File: config.mk
export PLATFORM = sky130hd
export DESIGN_NAME = tiffop_ctrl
export DESIGN_NICKNAME = d
export VERILOG_FILES = /design/src/rtl/core/tiffop_pkg.sv /design/src/rtl/core/tiffop_ctrl.sv
export SDC_FILE = /design/constraint.sdc
export NUM_CORES = 1
export LEC_CHECK = 0
export BUFFER_PORTS_ARGS = -buffer_cell sky130_fd_sc_hd__buf_2
export CAP_MARGIN = 15
export CORE_MARGIN = 5
export CORE_UTILIZATION = 50
export DETAILED_ROUTE_END_ITERATION = 8
export PLACE_DENSITY = 0.78
export SYNTH_ARGS = -nofsm -noshare
export SYNTH_HDL_FRONTEND = slang
export SYNTH_SLANG_ARGS = --single-unit
File: constraint.sdc
create_clock -name clock -period 6.4 [get_ports clock]
set_input_delay 1.28 -clock clock [delete_from_list [all_inputs] [get_ports clock]]
set_output_delay 1.28 -clock clock [all_outputs]
set_load 0.01 [all_outputs]
File: src/rtl/core/tiffop_pkg.sv
// ---------------------------------------------------------------------------
// tiffop_pkg
// Shared constants, codes and control/status structs for the orientation
// tag patcher.
// ---------------------------------------------------------------------------
package tiffop_pkg;

   // buffer sizing
   localparam int MAX_BYTES = 65536;
   localparam int ADDR_W    = $clog2(MAX_BYTES);
   localparam int LEN_W     = $clog2(MAX_BYTES + 1);
   // width of ifd position plus entry table size (count * 12 needs 20 bits)
   localparam int OVR_W     = ((LEN_W > 20) ? LEN_W : 20) + 1;

   // result status codes
   localparam int STATUS_W = 3;
   localparam logic [STATUS_W-1:0] ST_PATCHED   = 3'd0;
   localparam logic [STATUS_W-1:0] ST_NOT_TIFF  = 3'd1;
   localparam logic [STATUS_W-1:0] ST_IFD_BAD   = 3'd2;
   localparam logic [STATUS_W-1:0] ST_OVERRUN   = 3'd3;
   localparam logic [STATUS_W-1:0] ST_NOT_FOUND = 3'd4;
   localparam logic [STATUS_W-1:0] ST_TOO_LONG  = 3'd5;

   // tiff constants
   localparam logic [15:0] ORIENT_TAG      = 16'd274;
   localparam logic [15:0] ORIENT_TYPE     = 16'd3;
   localparam logic [31:0] ORIENT_COUNT    = 32'd1;
   localparam logic [15:0] ORIENT_TOP_LEFT = 16'd1;
   localparam int          ENTRY_BYTES     = 12;
   localparam int          MIN_LEN         = 8;
   localparam logic [31:0] SIG_MM          = 32'h4D4D_002A;
   localparam logic [31:0] SIG_II          = 32'h4949_2A00;

   // read address sources
   localparam logic [1:0] ADDR_SRC_ZERO  = 2'd0;
   localparam logic [1:0] ADDR_SRC_IFD   = 2'd1;
   localparam logic [1:0] ADDR_SRC_ENTRY = 2'd2;

   // controller to datapath commands
   typedef struct packed {
      logic                load_en;
      logic                rd_en;
      logic                addr_ld;
      logic [1:0]          addr_src;
      logic                sig_mode;
      logic                be_ld;
      logic                pos_ld_ifd;
      logic                pos_step;
      logic                cnt_ld;
      logic                cnt_dec;
      logic                emit;
      logic [STATUS_W-1:0] status;
   } ctl_cmd_type;

   // datapath to controller status
   typedef struct packed {
      logic ovf;
      logic too_short;
      logic sig_ok;
      logic ifd_bad;
      logic overrun;
      logic cnt_zero;
      logic tagtype_ok;
      logic ecnt_ok;
      logic out_busy;
   } dp_stat_type;

endpackage

File: src/rtl/core/tiffop_ctrl.sv
// ---------------------------------------------------------------------------
// tiffop_ctrl
// Sequencer: loads bytes, then walks signature, ifd offset, entry count and
// the entry table by issuing byte reads to the datapath.
// ---------------------------------------------------------------------------
module tiffop_ctrl (
   input  logic                   clock,
   input  logic                   reset,
   input  logic                   req_valid,
   input  logic                   req_last,
   output logic                   req_ready,
   output tiffop_pkg::ctl_cmd_type cmd,
   input  tiffop_pkg::dp_stat_type stat
);

   localparam logic [3:0] S_LOAD  = 4'd0;
   localparam logic [3:0] S_CHECK = 4'd1;
   localparam logic [3:0] S_SIG   = 4'd2;
   localparam logic [3:0] S_IFD   = 4'd3;
   localparam logic [3:0] S_CNT   = 4'd4;
   localparam logic [3:0] S_OVR   = 4'd5;
   localparam logic [3:0] S_ENT   = 4'd6;
   localparam logic [3:0] S_ECNT  = 4'd7;
   localparam logic [3:0] S_NEXT  = 4'd8;
   localparam logic [3:0] S_EMIT  = 4'd9;

   // bytes per fetch
   localparam logic [2:0] N_WORD = 3'd4;
   localparam logic [2:0] N_HALF = 3'd2;

   logic [3:0]                      state_ff, state_in;
   logic [2:0]                      fcnt_ff, fcnt_in;
   logic [tiffop_pkg::STATUS_W-1:0] st_ff, st_in;
   logic [2:0]                      fetch_n;
   logic                            fetch_done;

   // fetch length of the current state
   always_comb begin
      case (state_ff)
         S_CNT:   fetch_n = N_HALF;
         default: fetch_n = N_WORD;
      endcase
   end

   assign fetch_done = (fcnt_ff == fetch_n + 3'd1);

   // next state and commands
   always_comb begin
      state_in  = state_ff;
      fcnt_in   = 3'd0;
      st_in     = st_ff;
      req_ready = 1'b0;
      cmd       = '0;
      cmd.status = st_ff;
      case (state_ff)
         S_LOAD: begin
            req_ready   = 1'b1;
            cmd.load_en = req_valid;
            if (req_valid && req_last) begin
               state_in = S_CHECK;
            end
         end
         S_CHECK: begin
            if (stat.ovf) begin
               st_in    = tiffop_pkg::ST_TOO_LONG;
               state_in = S_EMIT;
            end else if (stat.too_short) begin
               st_in    = tiffop_pkg::ST_NOT_TIFF;
               state_in = S_EMIT;
            end else begin
               cmd.addr_ld  = 1'b1;
               cmd.addr_src = tiffop_pkg::ADDR_SRC_ZERO;
               state_in     = S_SIG;
            end
         end
         S_SIG: begin
            cmd.sig_mode = 1'b1;
            cmd.rd_en    = (fcnt_ff < fetch_n);
            fcnt_in      = fcnt_ff + 3'd1;
            if (fetch_done) begin
               fcnt_in = 3'd0;
               if (stat.sig_ok) begin
                  cmd.be_ld = 1'b1;
                  state_in  = S_IFD;
               end else begin
                  st_in    = tiffop_pkg::ST_NOT_TIFF;
                  state_in = S_EMIT;
               end
            end
         end
         S_IFD: begin
            cmd.rd_en = (fcnt_ff < fetch_n);
            fcnt_in   = fcnt_ff + 3'd1;
            if (fetch_done) begin
               fcnt_in = 3'd0;
               if (stat.ifd_bad) begin
                  st_in    = tiffop_pkg::ST_IFD_BAD;
                  state_in = S_EMIT;
               end else begin
                  cmd.addr_ld    = 1'b1;
                  cmd.addr_src   = tiffop_pkg::ADDR_SRC_IFD;
                  cmd.pos_ld_ifd = 1'b1;
                  state_in       = S_CNT;
               end
            end
         end
         S_CNT: begin
            cmd.rd_en = (fcnt_ff < fetch_n);
            fcnt_in   = fcnt_ff + 3'd1;
            if (fetch_done) begin
               fcnt_in    = 3'd0;
               cmd.cnt_ld = 1'b1;
               state_in   = S_OVR;
            end
         end
         S_OVR: begin
            if (stat.overrun) begin
               st_in    = tiffop_pkg::ST_OVERRUN;
               state_in = S_EMIT;
            end else if (stat.cnt_zero) begin
               st_in    = tiffop_pkg::ST_NOT_FOUND;
               state_in = S_EMIT;
            end else begin
               cmd.addr_ld  = 1'b1;
               cmd.addr_src = tiffop_pkg::ADDR_SRC_ENTRY;
               state_in     = S_ENT;
            end
         end
         S_ENT: begin
            cmd.rd_en = (fcnt_ff < fetch_n);
            fcnt_in   = fcnt_ff + 3'd1;
            if (fetch_done) begin
               fcnt_in = 3'd0;
               if (stat.tagtype_ok) begin
                  state_in = S_ECNT;
               end else begin
                  cmd.pos_step = 1'b1;
                  cmd.cnt_dec  = 1'b1;
                  state_in     = S_NEXT;
               end
            end
         end
         S_ECNT: begin
            cmd.rd_en = (fcnt_ff < fetch_n);
            fcnt_in   = fcnt_ff + 3'd1;
            if (fetch_done) begin
               fcnt_in = 3'd0;
               if (stat.ecnt_ok) begin
                  st_in    = tiffop_pkg::ST_PATCHED;
                  state_in = S_EMIT;
               end else begin
                  cmd.pos_step = 1'b1;
                  cmd.cnt_dec  = 1'b1;
                  state_in     = S_NEXT;
               end
            end
         end
         S_NEXT: begin
            if (stat.cnt_zero) begin
               st_in    = tiffop_pkg::ST_NOT_FOUND;
               state_in = S_EMIT;
            end else begin
               cmd.addr_ld  = 1'b1;
               cmd.addr_src = tiffop_pkg::ADDR_SRC_ENTRY;
               state_in     = S_ENT;
            end
         end
         S_EMIT: begin
            // wait for the output register to free up
            if (!stat.out_busy) begin
               cmd.emit = 1'b1;
               state_in = S_LOAD;
            end
         end
         default: begin
            state_in = S_LOAD;
         end
      endcase
   end

   // state registers
   always_ff @(posedge clock) begin
      if (reset) begin
         state_ff <= S_LOAD;
         fcnt_ff  <= 3'd0;
         st_ff    <= tiffop_pkg::ST_PATCHED;
      end else begin
         state_ff <= state_in;
         fcnt_ff  <= fcnt_in;
         st_ff    <= st_in;
      end
   end

endmodule

# --- After elaboration in Yosys (flattened, before gate mapping) ---
# Index checks and enable logic that the tools add are counted.
classes:
  n_bitwise: 1
  n_reduce_logical: 7
  mux: 53
  add_sub_neg: 2
  n_eq_ne: 21
  magnitude_cmp: 1
op_table:
  columns: ["operator", "n"]
  rows:
  - ["4-bit 2-to-1 mux", 14]
  - ["3-bit 2-to-1 mux", 17]
  - ["4-bit case mux with 10 select lines", 1]
  - ["2-bit inequality test, second input constant", 10]
  - ["3-bit case mux with 6 select lines", 1]
  - ["1-bit 2-to-1 mux", 17]
  - ["4-bit by 3-bit == test with 1-bit output, second input constant", 4]
  - ["3-bit case mux with 4 select lines", 1]
  - ["4-bit by 2-bit == test with 1-bit output, second input constant", 2]
  - ["4-bit == test, second input constant", 2]
  - ["8-bit AND reduction", 1]
  - ["7-bit AND reduction", 1]
  - ["3-bit by 1-bit adder with 3-bit output, second input constant", 2]
  - ["6-bit nonzero test", 1]
  - ["5-bit OR reduction", 1]
  - ["4-bit by 1-bit == test with 1-bit output, second input constant", 1]
  - ["4-bit logical NOT", 1]
  - ["3-bit == test", 1]
  - ["3-bit < comparator", 1]
  - ["3-bit inequality test, second input constant", 1]
  - ["3-bit OR reduction", 1]
  - ["2-bit 2-to-1 mux", 1]
  - ["1-bit case mux with 2 select lines", 1]
  - ["1-bit logical AND", 1]
  - ["1-bit inverter", 1]
word_totals:
  elab_cells: 88
  in_bits: 13
  reg_bits: 10

# --- Longest topological paths before layout ---
# Gate-level depths: netlist of run 1.
depth:
  word_depth: 6
  ltp_mapped: 10
  ltp_nobuf: 8

# --- Least setup slack after synthesis of run 1 ---
# OpenSTA, ideal clock, no wires.
synth_path:
  path_type: "flip-flop to output port"
  startpoint: "reg state_ff[0]"
  endpoint: "out cmd[6] (netlist name)"
  path_slack_ps: 2711
  path_buffers: 3
  t_arrival_ps: 2409
  t_required_ps: 5120
  path_stages_with_launch: 9
  path_cell_list: "dfxtp_1 buf_2 buf_2 nor3_1 ha_1 and3_1 nand2_1 a2111oi_0 buf_4"
synth_lines:
  columns: ["item", "line_no", "rtl"]
  rows:
  - ["start: declaration", "tiffop_ctrl.sv:31", "logic [3:0] state_ff, state_in;"]
  - ["start signal: assignment", "tiffop_ctrl.sv:188", "state_ff <= state_in;"]
  - ["end: declaration", "tiffop_ctrl.sv:12", "output tiffop_pkg::ctl_cmd_type cmd,"]

==> out/qor.txt, run 1 <==
CTS H-tree lvls: 1
Die Area: 2900 um^2
Tmin final: 4.07 ns
GRT Residual Overflow: 0
CTS tree: yes
site row count: 15
Async S/R FF share, synth: 0%
Setup CP Type: register to output pin
clock share of power: 15.3%
layout cells sized above 1: 25.2%
Static Leakage: 0.000492 uW
TNS Setup: 0 ns
Placeable Area: 1780 um^2
final count of pins violating max slew: 0
root buffer cell: clkbuf_4
RSZ-0062 raised after global routing: false
Switching Share: 45.0%
first-pass GRT wire length: 4040 um
synthesized flop and latch total: 10
largest area contributor in the synthesized netlist: dfxtp_1
Max Fclk: 246 MHz
Int Pwr: 198 uW
vias per std cell: 5.83
Synth top area share: 20.8%
Post-route DRC: 0
Post-Syn Area: 962 um^2
CP required: 5.12 ns
final hold vios: 0
dominant synthesized flop cell: dfxtp_1
Clock Skew: 0.00322 ns
Unique masters post-synth: 49
Detail Route Antenna Nets: 0
max-cap violations: 0
Worst-path clk slew: 0.07 ns
PortBufs: 28
die width: 53.9 um
Worst VDD drop: 196 uV
Avg Inst Size Synth: 7.46 um^2
final setup violation count: 0
synth warn: 0
GRT Total Usage: 18.7%
sequential-to-total area share from yosys stat: 20.8%
TritonCTS Buffers: 3
Critical Path End Type: output pin
gp weighted congestion: 0.941
largest net degree at the start of global routing: 26
vias: 1026
Post-DP HPWL: 1830 um
worst hold path type: register to register
Logic pwr share: 51.5%
Net Sw Power: 162 uW
pwr dens: 322 nW/um^2
CP Max Fanout: 21
Initial Utilization: 54.0%
sequential share of power: 33.1%
crit start category: register
post-cts gate resize count: 0
vias in the first global route: 925
Area Growth Syn to Fin: 16.0%
most frequent cells in the layout: buf_2 (28), nor2_1 (14), dfxtp_1 (10), nand2b_1 (7), nand2_1 (7)
Tightest Pin Transition: 0.777 ns
Skew-Pair Late Insertion Delay: 0.26 ns
clock sink count: 10
initial antenna violation count: 0
outcome: finished clean
cells after synthesis: 129
CTS Hold Bufs: 0
IO Count: 29
Tcrit/Tclk final: 63.6%
Routed WL: 2390 um
die height: 53.9 um
ANT cells: 0
commonest non-fill, non-tap cell in the layout: buf_2
EDFF count, synth: 0
Worst Path Arrival: 2.79 ns
Core Util, Final: 62.6%
max_slew headroom: 48.1%
clk buf depth: 2
setup bufs post-CTS: 0
Initial DRC Count: 15
Final nets: 168
WL per Instance: 13.6 um
dominant cells by area after synthesis: dfxtp_1 (21%), nor2_1 (5.5%), nand2b_1 (4.6%)
syn_nets: 145
drt pass-1 iters: 4
==> power by group through the flow <==
stage	registers [uW]	logic [uW]	clock network, uW
after floorplan	89.2	171	0
after global placement	117	182	0
after detailed placement	119	184	0
after CTS	117	185	58.0
after global routing	123	208	62.2
final	119	185	55.2
==> path summary, 6_finish.rpt <==
kind | startpoint | endpoint | slack [ns] | depth (start not counted)
min | st_ff[2] | st_ff[2] | 0.47 | 1
max reg2reg | state_ff[2] | st_ff[0] | 3.41 | 8
min reg2reg | st_ff[2] | st_ff[2] | 0.47 | 1
max | state_ff[2] | cmd[4] | 2.33 | 7
==> sequential cells by signal (all words and copies together) (netlist names) <==
register  count
fcnt_ff       3
state_ff      4
st_ff         3
==> synth_stat cells (all sizes together), types with 2 or more instances <==
| master | count |
|---|---|
| nand4 | 3 |
| xnor2 | 2 |
| o21ai | 5 |
| buf | 9 |
| nor2b | 5 |
| and3 | 4 |
| nor4 | 5 |
| o211ai | 2 |
| a31oi | 2 |
| inv | 7 |
| a2111oi | 2 |
| nor3 | 4 |
| o21a | 2 |
| nor2 | 14 |
| o221ai | 2 |
| nand3 | 3 |
| nand2 | 7 |
| nand2b | 7 |
| o31ai | 2 |
| ha | 3 |
| dfxtp | 10 |
| a21oi | 6 |
| mux2i | 3 |
==> logic make-up (layout without fill, tap and decap cells) <==
| kind of cell | after synthesis | after routing | share of synthesized area, % |
|---|---|---|---|
| and+or+nand+nor | 58 | 58 | 33.7 |
| AOI/OAI and AO/OA | 34 | 34 | 26.8 |
| buffers and inverters | 18 | 40 | 8.71 |
| DFF | 10 | 10 | 20.8 |
| muxes | 4 | 4 | 4.29 |
| adders and majority gates | 3 | 3 | 3.90 |
| xor gates and xnor gates | 2 | 2 | 1.82 |
==> per-stage QoR <==
step                cells  setup slack [ns]  area [um^2]  power, uW  hold slack, ns
floorplan             129              2.71          962        261           0.426
global placement      172              2.82         1080        300           0.449
detailed placement    172              2.65         1080        303           0.456
CTS                   176              2.36         1120        361           0.476
global route          176              2.13         1120        393           0.505
finish                176              2.33         1120        360           0.473
==> metal layers <==
| metal | vias to the layer above | track usage (%) | routed length, um |
|---|---|---|---|
| li1 | 529 | - | - |
| met1 | 465 | 25.9 | 1140 |
| met2 | 30 | 28.6 | 1070 |
| met3 | 2 | 2.77 | 157 |
| met4 | 0 | 7.66 | 18 |
| met5 | - | 0 | 0 |
==> area by class of cell <==
type | count | area (um^2)
clock buffer | 4 | 36.3
fill | 166 | 667
inverter | 8 | 30.0
multi-input combinational | 101 | 678
sequential | 10 | 200
tap | 25 | 31.3
timing repair buffer | 28 | 140
==> critical path, cell delays in order (launching register included) <==
cell	delay [ns]
dfxtp_1	0.78
nand2b_1	0.21
nor3_1	0.29
ha_1	0.19
and3_1	0.20
nand2_1	0.10
a2111oi_0	0.52
buf_2	0.23
No activity file was read; power rests on OpenSTA's default activity.
==> run 2: changes to the inputs <==
- ABC_AREA: unset -> 1
- clock period: 6.4 -> 3.8 ns (I/O delays scaled with it)
==> run 2 against run 1 <==
Against the previous run:
- first-iteration DRC count rose to 3.7 times the previous value
- clock power rose by 27%
- flip-flop and latch count did not move
- via count rose by 12%
- worst hold slack got worse by 0.021 ns
- core utilization rose by 1.4 points
- area after synthesis fell by 1.7%
- clock skew rose by 0.0010 ns
- total power rose by 50%
- critical path depth did not move
- critical path type unchanged
- highest routed layer is now met3
==> out/qor.txt, run 2 <==
outcome: finished clean (unchanged)
largest area contributor in the synthesized netlist: dfxtp_1 (unchanged)
crit start category: register (unchanged)
Hold Crit Depth: 1 (unchanged)
Avg Inst Size Synth: 5.66 um^2 (was 7.46 um^2)
highest metal used: met3 (was met4)
max_slew headroom: 70.2% (was 48.1%)
RSZ-0062 raised after global routing: false (unchanged)
TritonCTS Buffers: 3 (unchanged)
Post-Syn Area: 946 um^2 (was 962 um^2)
vias per std cell: 5.15 (was 5.83)
final setup violation count: 0 (unchanged)
Async S/R FF share, synth: 0% (unchanged)
cells after synthesis: 167 (was 129)
vias: 1144 (was 1026)
leading cell type by number of instances after synthesis: nand2_1 (was nor2_1)
largest net degree at the start of global routing: 12 (was 26)
Unique masters post-synth: 25 (was 49)
Worst Path Arrival: 2.37 ns (was 2.79 ns)
Commonest cells post-synth: nand2_1 (47), nor2_1 (35), inv_1 (16), nand3_1 (14), dfxtp_1 (10) (was nor2_1 (14), dfxtp_1 (10), buf_2 (7), nand2_1 (7), nand2b_1 (7))
multiplexer share of the synthesized area: 0% (was 4.29%)
CTS H-tree lvls: 1 (unchanged)
TNS Setup: 0 ns (unchanged)
Area Growth Syn to Fin: 19.3% (was 16.0%)
die height: 53.5 um (was 53.9 um)
Max Fclk: 320 MHz
top flop regs: state_ff x4, fcnt_ff x3, st_ff x3 (unchanged)
Synth Area in Simple Gates: 53.3% (was 33.7%)
ANT cells: 0 (unchanged)
Placeable Area: 1760 um^2 (was 1780 um^2)
Initial Utilization: 53.6% (was 54.0%)
commonest non-fill, non-tap cell in the layout: nand2_1 (was buf_2)
clock sink count: 10 (unchanged)
CP required: 3.04 ns (was 5.12 ns)
Final nets: 215 (was 168)
multi-input logic area: 648 um^2 (was 678 um^2)
Tmin final: 3.13 ns
GRT Total Usage: 21.9% (was 18.7%)
site row count: 15 (unchanged)
FF-to-FF path depth: 11 (was 8)
worst hold path type: register to register (unchanged)
most flop-heavy register: state_ff (unchanged)
clk buf depth: 2 (unchanged)
Detail Route Antenna Nets: 0 (unchanged)
M1 WL: 1280 um (was 1140 um)
CP Max Fanout: 10 (was 21)
dominant synthesized flop cell: dfxtp_1 (unchanged)
PortBufs: 28 (unchanged)
largest family of logic cells by synthesized area: simple AND/OR/NAND/NOR gates (unchanged)
initial antenna violation count: 0 (unchanged)
EDFF count, synth: 0 (unchanged)
adder-cell share of the synthesized area: 3.97% (was 3.90%)
dominant cells by area after synthesis: dfxtp_1 (21%), nand2_1 (19%), nor2_1 (14%) (was dfxtp_1 (21%), nor2_1 (5.5%), nand2b_1 (4.6%))
CTS Hold Bufs: 0 (unchanged)
Routed WL: 2780 um (was 2390 um)
Synth top area share: 21.2% (was 20.8%)
final count of pins violating max slew: 0 (unchanged)
syn_nets: 183 (was 145)
vias in the first global route: 1033 (was 925)
max FFs per register: 4 (unchanged)
crit path from: state_ff[0] (was state_ff[2])
Die Area: 2860 um^2 (was 2900 um^2)
Placed Cells: 219 (was 172)
final hold vios: 0 (unchanged)
Static Leakage: 0.000646 uW (was 0.000492 uW)
synthesized flop and latch total: 10 (unchanged)
Worst-path clk slew: 0.06 ns (was 0.07 ns)
root buffer cell: clkbuf_4 (unchanged)
synth warn: 0 (unchanged)
XOR/XNOR share of the synthesized area: 0.926% (was 1.82%)
met2 routed WL: 1310 um (was 1070 um)
Clock Skew: 0.00422 ns (was 0.00322 ns)
reg2reg start: state_ff[0] (was state_ff[2])
Post-DP HPWL: 2270 um (was 1830 um)
setup bufs post-CTS: 0 (unchanged)
die width: 53.5 um (was 53.9 um)
routed length on met3: 181 um (was 157 um)
Skew-Pair Late Insertion Delay: 0.26 ns (about the same)
CTS tree: yes (unchanged)
Setup CP Type: register to output pin (unchanged)
post-cts gate resize count: 0 (unchanged)
pwr dens: 478 nW/um^2 (was 322 nW/um^2)
Worst VDD drop: 405 uV (was 196 uV)
Initial DRC Count: 56 (was 15)
hold path startpoint: fcnt_ff[0] (was st_ff[2])
most frequent cells in the layout: nand2_1 (47), nor2_1 (35), buf_2 (28), inv_1 (16), nand3_1 (14) (was buf_2 (28), nor2_1 (14), dfxtp_1 (10), nand2b_1 (7), nand2_1 (7))
Critical Path End Type: output pin (unchanged)
sequential-to-total area share from yosys stat: 21.2% (was 20.8%)
WL per Instance: 12.5 um (was 13.6 um)
drt pass-1 iters: 4 (unchanged)
final-layout fill cell count: 207 (was 166)
layout cells sized above 1: 23.4% (was 25.2%)
max-cap violations: 0 (unchanged)
gp weighted congestion: 1.06 (was 0.941)
first-pass GRT wire length: 4680 um (was 4040 um)
FF/Latch Area: 200 um^2 (unchanged)
IO Count: 29 (unchanged)
fin cells: 222 (was 176)
Post-route DRC: 0 (unchanged)
Tcrit/Tclk final: 82.3%
Compound-Gate Fraction of Synth Area: 10.3% (was 26.8%)
GRT Residual Overflow: 0 (unchanged)
Tightest Pin Transition: 0.445 ns (was 0.777 ns)
## run 2: cell types whose count changed in the layout (fill, tap and decap cells not counted), moves of 4 or more
cell,previous run,this run
nand3_1,3,14
inv_1,5,16
nor2_1,14,35
nand3b_1,0,4
nand2_1,7,47
nor2b_1,5,0
o21ai_1,1,7
nand2b_1,7,0
## run 2: stage by stage
step | power (uW) | worst slack, ns | util (%) | instance area [um^2] | hold WS [ns]
finish | 540 | 0.673 | 64.0 | 1130 | 0.452
global route | 599 | 0.432 | 64.0 | 1130 | 0.498
CTS | 542 | 0.680 | 64.0 | 1130 | 0.452
detailed placement | 468 | 0.972 | 62.7 | 1110 | 0.440
global placement | 463 | 1.09 | 62.7 | 1110 | 0.434
floorplan | 377 | 1.04 | - | 946 | 0.418
## run 2: final timing paths
| kind | end | slack, ns |
|---|---|---|
| worst max-delay path | cmd[4] | 0.67 |
| worst min-delay path | fcnt_ff[0] | 0.45 |
| worst max register to register | st_ff[0] | 1.45 |
| worst min register to register | fcnt_ff[0] | 0.45 |
## run 2: cell type report
cell class	instances	share of cell area, %
clock buffers	3	2.00
well taps	25	2.77
flip-flops and latches	10	17.7
repair buffers	29	13.1
inverters	21	6.98
multi-input cells	134	57.4
## run 2: power breakdown
group | internal (uW) | switching (uW) | total (uW)
Sequential | 131 | 26.2 | 157
Clock | 36.5 | 33.7 | 70.2
Combinational | 111 | 202 | 313
Total | 278 | 262 | 540
## run 2: routing by layer
| layer | global-route usage (%) | vias up |
|---|---|---|
| met5 | 0 | - |
| met4 | 2.98 | 0 |
| met3 | 3.10 | 0 |
| met2 | 37.8 | 39 |
| met1 | 29.0 | 511 |
| li1 | - | 594 |
## run 2: worst max-delay path, cell delays in order (launching register included)
cell and delay, ns:
dfxtp_1 0.46, nor2_1 0.15, nand2_1 0.19, inv_1 0.07
ha_1 0.27, nand3_1 0.33, nor4_1 0.43, buf_2 0.20
## run 2: kinds of logic after synthesis
family	after synthesis
AO/OA/AOI/OAI	17
flip-flops	10
adder cells (fa/ha/maj)	3
buffers and inverters	23
AND/OR/NAND/NOR	113
XOR/XNOR	1
